`config.mk`:
```
export PLATFORM = sky130hd
export DESIGN_NAME = prd_isqrt
export DESIGN_NICKNAME = d
export VERILOG_FILES = /design/src/sv/prd_pkg.sv /design/src/sv/prd_isqrt.sv
export SDC_FILE = /design/constraint.sdc
export NUM_CORES = 2
export LEC_CHECK = 0
export BUFFER_PORTS_ARGS = -buffer_cell sky130_fd_sc_hd__buf_2
export CAP_MARGIN = 25
export CORE_ASPECT_RATIO = 1.25
export CORE_MARGIN = 2
export CORE_UTILIZATION = 67
export CTS_CLUSTER_DIAMETER = 100
export DETAILED_ROUTE_END_ITERATION = 10
export GPL_TIMING_DRIVEN = 1
export PLACE_DENSITY = 0.8
export SLEW_MARGIN = 20
export SYNTH_ARGS = -nofsm -noshare
export SYNTH_HDL_FRONTEND = slang
export SYNTH_SLANG_ARGS = --single-unit
```
`constraint.sdc`:
```
create_clock -name clk_i -period 7.9 [get_ports clk_i]
set_clock_uncertainty 0.2 [all_clocks]
set_input_delay 0.79 -clock clk_i [delete_from_list [all_inputs] [get_ports clk_i]]
set_output_delay 0.79 -clock clk_i [all_outputs]
set_load 0.01 [all_outputs]
```
`src/sv/prd_pkg.sv`:
```
// Shared types and constants of the pinhole ray direction pipeline.
// Used by the top level, the square root unit and the divider; no dependencies.
package prd_pkg;

  // Field and datapath widths
  localparam int unsigned NumComp = 3;   // x, y, z
  localparam int unsigned CoordW  = 17;  // unsigned Q1.16 screen coordinate
  localparam int unsigned CompW   = 21;  // signed Q10.10 vector component
  localparam int unsigned RegW    = 63;  // three packed components
  localparam int unsigned DataW   = 64;  // APB data
  localparam int unsigned AddrW   = 5;   // registers at 8*i
  localparam int unsigned ProdW   = 39;  // coordinate times component
  localparam int unsigned SumW    = 41;  // unnormalized direction component
  localparam int unsigned MagW    = 40;  // magnitude of a component
  localparam int unsigned PosW    = 6;   // bit position within MagW
  localparam int unsigned NormW   = 30;  // normalized magnitude, top bit at NormMsb
  localparam int unsigned NormMsb = 29;
  localparam int unsigned SqW     = 60;  // square of a normalized magnitude
  localparam int unsigned RadW    = 62;  // sum of three squares
  localparam int unsigned RootW   = 31;  // integer square root of RadW bits
  localparam int unsigned RemW    = 32;  // partial remainder with one bit brought down
  localparam int unsigned QuotW   = 16;  // quotient, at most 1.0 in Q1.15
  localparam int unsigned NumW    = 46;  // rounded dividend
  localparam int unsigned DirW    = 16;  // signed Q1.15 output

  localparam logic [QuotW-1:0] QuotOne = 16'h8000;
  localparam logic [DirW-1:0]  DirMax  = 16'h7FFF;

  // Register map, index = paddr[4:3]
  typedef enum logic [1:0] {
    RegCorner = 2'd0,
    RegHspan  = 2'd1,
    RegVspan  = 2'd2
  } prd_reg_e;

  // Request and result payloads
  typedef struct packed {
    logic [CoordW-1:0] screen_x;
    logic [CoordW-1:0] screen_y;
  } prd_in_t;

  typedef struct packed {
    logic signed [DirW-1:0] dir_x;
    logic signed [DirW-1:0] dir_y;
    logic signed [DirW-1:0] dir_z;
    logic                   degenerate;
  } prd_out_t;

  // Sign and zero-vector flags that ride along with the arithmetic
  typedef struct packed {
    logic [NumComp-1:0] neg;
    logic               degen;
  } prd_flags_t;

  // Normalized magnitudes plus flags, carried past the square root
  typedef struct packed {
    logic [NumComp-1:0][NormW-1:0] e;
    prd_flags_t                    flags;
  } prd_side_t;

  // Pick component k out of a packed register
  function automatic logic signed [CompW-1:0] prd_comp(logic [RegW-1:0] r, int unsigned k);
    return r[k*CompW +: CompW];
  endfunction

endpackage

```
`src/sv/prd_isqrt.sv`:
```
// Pipelined integer square root, one result bit per stage, with sideband.
// Depends on prd_pkg for widths and the sideband struct.
module prd_isqrt import prd_pkg::*; (
  input  logic            clk_i,
  input  logic            rst_ni,
  input  logic            adv_i,
  input  logic            valid_i,
  input  logic [RadW-1:0] radicand_i,
  input  prd_side_t       side_i,
  output logic            valid_o,
  output logic [RootW-1:0] root_o,
  output prd_side_t       side_o
);

  // Element 0 is the input, element i+1 the register after step i
  logic                 vld_s  [RootW+1];
  logic [RadW-1:0]      rad_s  [RootW+1];
  logic [RemW-1:0]      rem_s  [RootW+1];
  logic [RootW-1:0]     root_s [RootW+1];
  prd_side_t            side_s [RootW+1];

  assign vld_s[0]  = valid_i;
  assign rad_s[0]  = radicand_i;
  assign rem_s[0]  = '0;
  assign root_s[0] = '0;
  assign side_s[0] = side_i;

  for (genvar i = 0; i < RootW; i++) begin : g_step
    logic [RemW+1:0]  cur;
    logic [RemW+1:0]  trial;
    logic             ge;
    logic [RemW-1:0]  rem_n;
    logic [RootW-1:0] root_n;

    // Bring down the next bit pair and try root*4+1
    always_comb begin
      cur    = {rem_s[i], rad_s[i][2*(RootW-1-i) +: 2]};
      trial  = (RemW+2)'({root_s[i], 2'b01});
      ge     = (cur >= trial);
      rem_n  = ge ? RemW'(cur - trial) : RemW'(cur);
      root_n = {root_s[i][RootW-2:0], ge};
    end

    always_ff @(posedge clk_i or negedge rst_ni) begin
      if (!rst_ni) begin
        vld_s[i+1] <= 1'b0;
      end else if (adv_i) begin
        vld_s[i+1] <= vld_s[i];
      end
    end

    always_ff @(posedge clk_i) begin
      if (adv_i) begin
        rad_s[i+1]  <= rad_s[i];
        rem_s[i+1]  <= rem_n;
        root_s[i+1] <= root_n;
        side_s[i+1] <= side_s[i];
      end
    end
  end

  assign valid_o = vld_s[RootW];
  assign root_o  = root_s[RootW];
  assign side_o  = side_s[RootW];

  // A normalized nonzero vector has length of at least 2^29
  a_root_range: assert property (@(posedge clk_i) disable iff (!rst_ni)
    valid_o && !side_o.flags.degen |-> root_o[RootW-1:NormMsb] != '0)
    else $error("square root below normalized range");

endmodule

```
==> flow_summary.html <==
<table>
<tr><th>Metric</th><th>Value</th></tr>
<tr><th colspan="2">Detailed routing</th></tr>
<tr><td>Antenna Violating Nets Remaining</td><td>0</td></tr>
<tr><td>DR WL met2</td><td>216 mm</td></tr>
<tr><td>Initial detailed-routing violation count</td><td>7909</td></tr>
<tr><td>Drt total wl</td><td>387 mm</td></tr>
<tr><td>Post-detailed-route DRC marker count</td><td>0</td></tr>
<tr><td>First-pass DRT Iterations</td><td>7</td></tr>
<tr><td>Met1 routed wirelength after detailed routing</td><td>135 mm</td></tr>
<tr><td>Top Layer Used</td><td>met5</td></tr>
<tr><td>Vias per Instance</td><td>5.86</td></tr>
<tr><td>Routed wire per std cell</td><td>23.6 um</td></tr>
<tr><td>Overall via count from detail_route</td><td>95800</td></tr>
<tr><td>Met3 wire length</td><td>17.4 mm</td></tr>
<tr><th colspan="2">Logic synthesis</th></tr>
<tr><td>Proportion of synthesized area in mux cells</td><td>0.633%</td></tr>
<tr><td>Share of synthesized area occupied by flip-flops and latches</td><td>80.4%</td></tr>
<tr><td>Xor/xnor share of the synthesized area</td><td>3.30%</td></tr>
<tr><td>Cell Area, Synth</td><td>197000 um2</td></tr>
<tr><td>Post-synthesis share of cell area spent on full adders, half adders and majority gates</td><td>3.35%</td></tr>
<tr><td>Nets in the synthesized netlist</td><td>12000</td></tr>
<tr><td>Portion of synthesized cell area occupied by the leading cell type</td><td>80.0%</td></tr>
<tr><td>Dominant combinational cell family by area after synthesis</td><td>simple AND/OR/NAND/NOR gates</td></tr>
<tr><td>Yosys top cell by area</td><td>sky130_fd_sc_hd__edfxtp_1</td></tr>
<tr><td>Number of flops mapped to enable cells by yosys</td><td>5254</td></tr>
<tr><td>Gate count of the mapped netlist</td><td>11300</td></tr>
<tr><td>Count of state elements after synthesis</td><td>5285</td></tr>
<tr><td>Compound-Gate Fraction of Synth Area</td><td>4.96%</td></tr>
<tr><td>Number of warnings issued by yosys</td><td>0</td></tr>
<tr><td>Basic-gate share of the synthesized area counting and, or, nand and nor cells</td><td>5.40%</td></tr>
<tr><td>Top_reg_cell synth</td><td>sky130_fd_sc_hd__edfxtp_1</td></tr>
<tr><td>Average footprint of a synthesized cell</td><td>17.5 um2</td></tr>
<tr><td>Leading post-synthesis cells by cell area</td><td>sky130_fd_sc_hd__edfxtp_1 (80%), sky130_fd_sc_hd__ha_1 (3.4%), sky130_fd_sc_hd__xnor2_1 (1.7%)</td></tr>
<tr><td>Post-synthesis cell type count</td><td>101</td></tr>
<tr><td>Proportion of register bits with asynchronous set or reset after synthesis</td><td>0.587%</td></tr>
<tr><th colspan="2">STA</th></tr>
<tr><td>RSZ-0062 raised after global routing</td><td>no</td></tr>
<tr><td>Smallest setup slack after layout</td><td>3.00 ns</td></tr>
<tr><td>Final hold vios</td><td>0</td></tr>
<tr><td>Minimum clock period</td><td>4.90 ns</td></tr>
<tr><td>Number of max-slew violations in the final report</td><td>0</td></tr>
<tr><td>Fraction of the cycle the final worst path needs</td><td>62.0%</td></tr>
<tr><td>Worst-Margin Slew</td><td>1.12 ns</td></tr>
<tr><td>Fmax</td><td>0.204 GHz</td></tr>
<tr><td>Endpoints failing setup</td><td>0</td></tr>
<tr><td>Final total negative setup slack</td><td>0 ns</td></tr>
<tr><td>Headroom to the max-slew limit</td><td>24.2%</td></tr>
<tr><th colspan="2">GRT</th></tr>
<tr><td>Leftover overflow at the end of global routing</td><td>0</td></tr>
<tr><td>Antenna violations before repair</td><td>13</td></tr>
<tr><td>Global-route wire length before repair</td><td>586 mm</td></tr>
<tr><td>Via count of the first global-routing pass</td><td>100000</td></tr>
<tr><td>Largest net degree at the start of global routing</td><td>209</td></tr>
<tr><td>Gr usage total</td><td>25.9%</td></tr>
<tr><th colspan="2">Clock network</th></tr>
<tr><td>Count of buffers added by post-CTS timing repair for setup</td><td>0</td></tr>
<tr><td>Number of buffers on the longest clock path</td><td>4</td></tr>
<tr><td>Root Buffer</td><td>sky130_fd_sc_hd__clkbuf_16</td></tr>
<tr><td>CTS H-tree depth</td><td>5</td></tr>
<tr><td>Clock net sink count</td><td>5285</td></tr>
<tr><td>Worst-skew pair later-pin latency</td><td>0.95 ns</td></tr>
<tr><td>Register clock-pin slew on the reported worst setup and hold paths</td><td>0.08 ns</td></tr>
<tr><td>Quantity of hold-fixing buffers added after cts</td><td>159</td></tr>
<tr><td>CTS tree</td><td>built</td></tr>
<tr><td>Number of buffers inserted during clock tree synthesis</td><td>461</td></tr>
<tr><td>Post-cts resize count</td><td>0</td></tr>
<tr><th colspan="2">Cells and area</th></tr>
<tr><td>Final standard cell count with taps included and fillers excluded</td><td>16400</td></tr>
<tr><td>Area grow syn2layout</td><td>11.5%</td></tr>
<tr><td>Most common library cell in the layout ignoring fill and taps</td><td>sky130_fd_sc_hd__edfxtp_1</td></tr>
<tr><td>Proportion of layout cells with a drive suffix above 1</td><td>9.92%</td></tr>
<tr><td>Most frequent cells in the layout</td><td>sky130_fd_sc_hd__edfxtp_1 (5254), sky130_fd_sc_hd__inv_1 (666), sky130_fd_sc_hd__nand2_1 (596)</td></tr>
<tr><td>Non-Filler Cell Area, Final</td><td>220000 um2</td></tr>
<tr><td>Final-stage net count</td><td>12700</td></tr>
<tr><td>Final Core Density</td><td>75.1%</td></tr>
<tr><th colspan="2">Critical path</th></tr>
<tr><td>Category of the critical setup timing path</td><td>flop to flop</td></tr>
<tr><td>Slowest cell on the critical path</td><td>sky130_fd_sc_hd__a221oi_1</td></tr>
<tr><td>CP cell instances</td><td>inv_1 &gt; ha_1 &gt; nor2b_1 &gt; o21ai_0 &gt; a21boi_0 &gt; o21ai_0 &gt; nand2b_1 &gt; a221oi_1 &gt; o21ai_0 &gt; nand2_1 &gt; nor4b_2 &gt; nand2_1 &gt; xnor2_1</td></tr>
<tr><td>Endpoint required time on the critical path</td><td>8.33 ns</td></tr>
<tr><td>Most Frequent Cell on Critical Path</td><td>sky130_fd_sc_hd__o21ai_0</td></tr>
<tr><td>Critical Path Sink Type</td><td>flop</td></tr>
<tr><td>Type of origin of the critical path</td><td>flop</td></tr>
<tr><td>Critical path fanouts, max</td><td>5</td></tr>
<tr><td>Arrival time reported for the critical path endpoint</td><td>5.33 ns</td></tr>
<tr><td>Slowest Stage Delay on Critical Path</td><td>0.81 ns</td></tr>
<tr><th colspan="2">Power</th></tr>
<tr><td>Leakage power summed over all cells</td><td>80.0 nW</td></tr>
<tr><td>Maximum vdd ir drop</td><td>406 uV</td></tr>
<tr><td>Power density of the placed cells</td><td>298 nW/um2</td></tr>
<tr><th colspan="2">Floorplan</th></tr>
<tr><td>Die X-Extent</td><td>489 um</td></tr>
<tr><td>Effective utilization at floorplan</td><td>67.4%</td></tr>
<tr><td>Ports placed on the boundary</td><td>286</td></tr>
<tr><td>Area inside the core boundary</td><td>292000 um2</td></tr>
<tr><td>Die Outline Area</td><td>299000 um2</td></tr>
<tr><td>Standard-cell row count</td><td>222</td></tr>
<tr><td>Overall die height</td><td>610 um</td></tr>
<tr><th colspan="2">Placed design</th></tr>
<tr><td>Number of instances in the placed design</td><td>15400</td></tr>
<tr><td>Area after detailed placement</td><td>203000 um2</td></tr>
<tr><td>Number of port buffers</td><td>285</td></tr>
<tr><td>Setup Slack @ Placement</td><td>3.35 ns</td></tr>
<tr><td>Placer Congestion</td><td>0.969</td></tr>
<tr><td>Placed wire-length estimate after detailed placement</td><td>214 mm</td></tr>
<tr><th colspan="2">Flow run</th></tr>
<tr><td>Max-cap viol count</td><td>0</td></tr>
<tr><th colspan="2">Run status</th></tr>
<tr><td>Outcome</td><td>completed</td></tr>
<tr><th colspan="2">Worst hold path</th></tr>
<tr><td>Worst hold path type</td><td>flop to flop</td></tr>
</table>
==> kinds of logic (layout without fill, tap and decap cells) <==
group           count (synthesis)  after routing
flops                        5285           5285
simple gates                 2148           2148
compound gates               1577           1577
buf+inv                       900           2039
xor+xnor                      743            743
fa+ha+maj                     528            528
mux                           112            112
other cells                     1              9
==> cells in the mapped netlist (all sizes together), types with 11 or more instances <==
cell and n:
nand2 599, a21boi 30, nand2b 119, o21bai 51, nor4b 14, mux2i 11
o21ai 433, ha 528, a21oi 469, o21a 90, o31ai 59, a211oi 37
nor4 107, and4 11, nor3 196, nand4 77, a221oi 13, nor3b 14
buf 140, or2 45, nand3b 11, nand3 139, or4 42, and2 30
o41ai 15, nor2 495, a21o 226, clkbuf 91, xnor2 385, nor2b 87
mux2 101, xor2 358, and3 51, dfrtp 31, a31oi 44, or3 79
edfxtp 5254, nand4b 13, o211ai 12, inv 668
==> worst max-delay path: cells and delay by family (launching register included) <==
kind	cells	cell delay [ns]
adder cells (fa/ha/maj)	1	0.29
buffers and inverters	1	0.22
XOR/XNOR	1	0.16
AO/OA/AOI/OAI	5	1.99
flip-flops	1	0.52
AND/OR/NAND/NOR	5	1.19
==> state kept, by name (all words and copies together), names as in the netlist <==
| signal | count |
|---|---|
| g_step.root_n | 465 |
| vld_s | 30 |
| g_step.cur | 974 |
| root_o | 31 |
| rad_s | 870 |
| valid_o | 1 |
| side_s | 2820 |
| side_o | 94 |
==> area by class of cell <==
cell class / instances / area (um2)
multi-input combinational: 5109 / 34800
tap: 3920 / 4900
inverter: 669 / 2510
antenna: 8 / 20.0
clock inverter: 279 / 2820
timing repair buffer: 530 / 4020
fill: 16000 / 72800
clock buffer: 561 / 12000
sequential: 5285 / 159000
==> power breakdown <==
group          internal, mW  switching (mW)
logic                  3.00            4.41
registers              33.9            1.44
clock network          12.3            10.4
==> per-stage QoR <==
| stage | hold WS (ns) | power [mW] |
|---|---|---|
| 2_1_floorplan | 0.200 | 40.3 |
| 3_3_place_gp | 0.200 | 42.6 |
| 3_5_place_dp | 0.205 | 42.9 |
| 4_1_cts | 0.128 | 65.7 |
| 5_1_grt | 0.141 | 67.8 |
| 6_report | 0.137 | 65.5 |
==> per-layer routing <==
layer | up-vias | GRT usage [%]
met5 | - | 0
met4 | 10 | 11.0
met3 | 950 | 3.34
met2 | 3255 | 49.2
met1 | 47500 | 28.8
li1 | 44100 | -
==> final timing paths <==
| path | cells after the start | endpoint | slack, ns | start |
|---|---|---|---|---|
| max | 13 | g_step[14].cur[26] | 3.00 | g_step[13].cur[1] |
| min | 0 | side_s[2588] | 0.14 | side_s[2682] |
| max reg2reg | 13 | g_step[14].cur[26] | 3.00 | g_step[13].cur[1] |
| min reg2reg | 0 | side_s[2588] | 0.14 | side_s[2682] |
| max in group asynchronous | 2 | valid_o | 6.77 | rst_ni |
| min in group asynchronous | 2 | vld_s[17] | 0.25 | rst_ni |
Note: power is estimated with default switching activity, not from simulation.
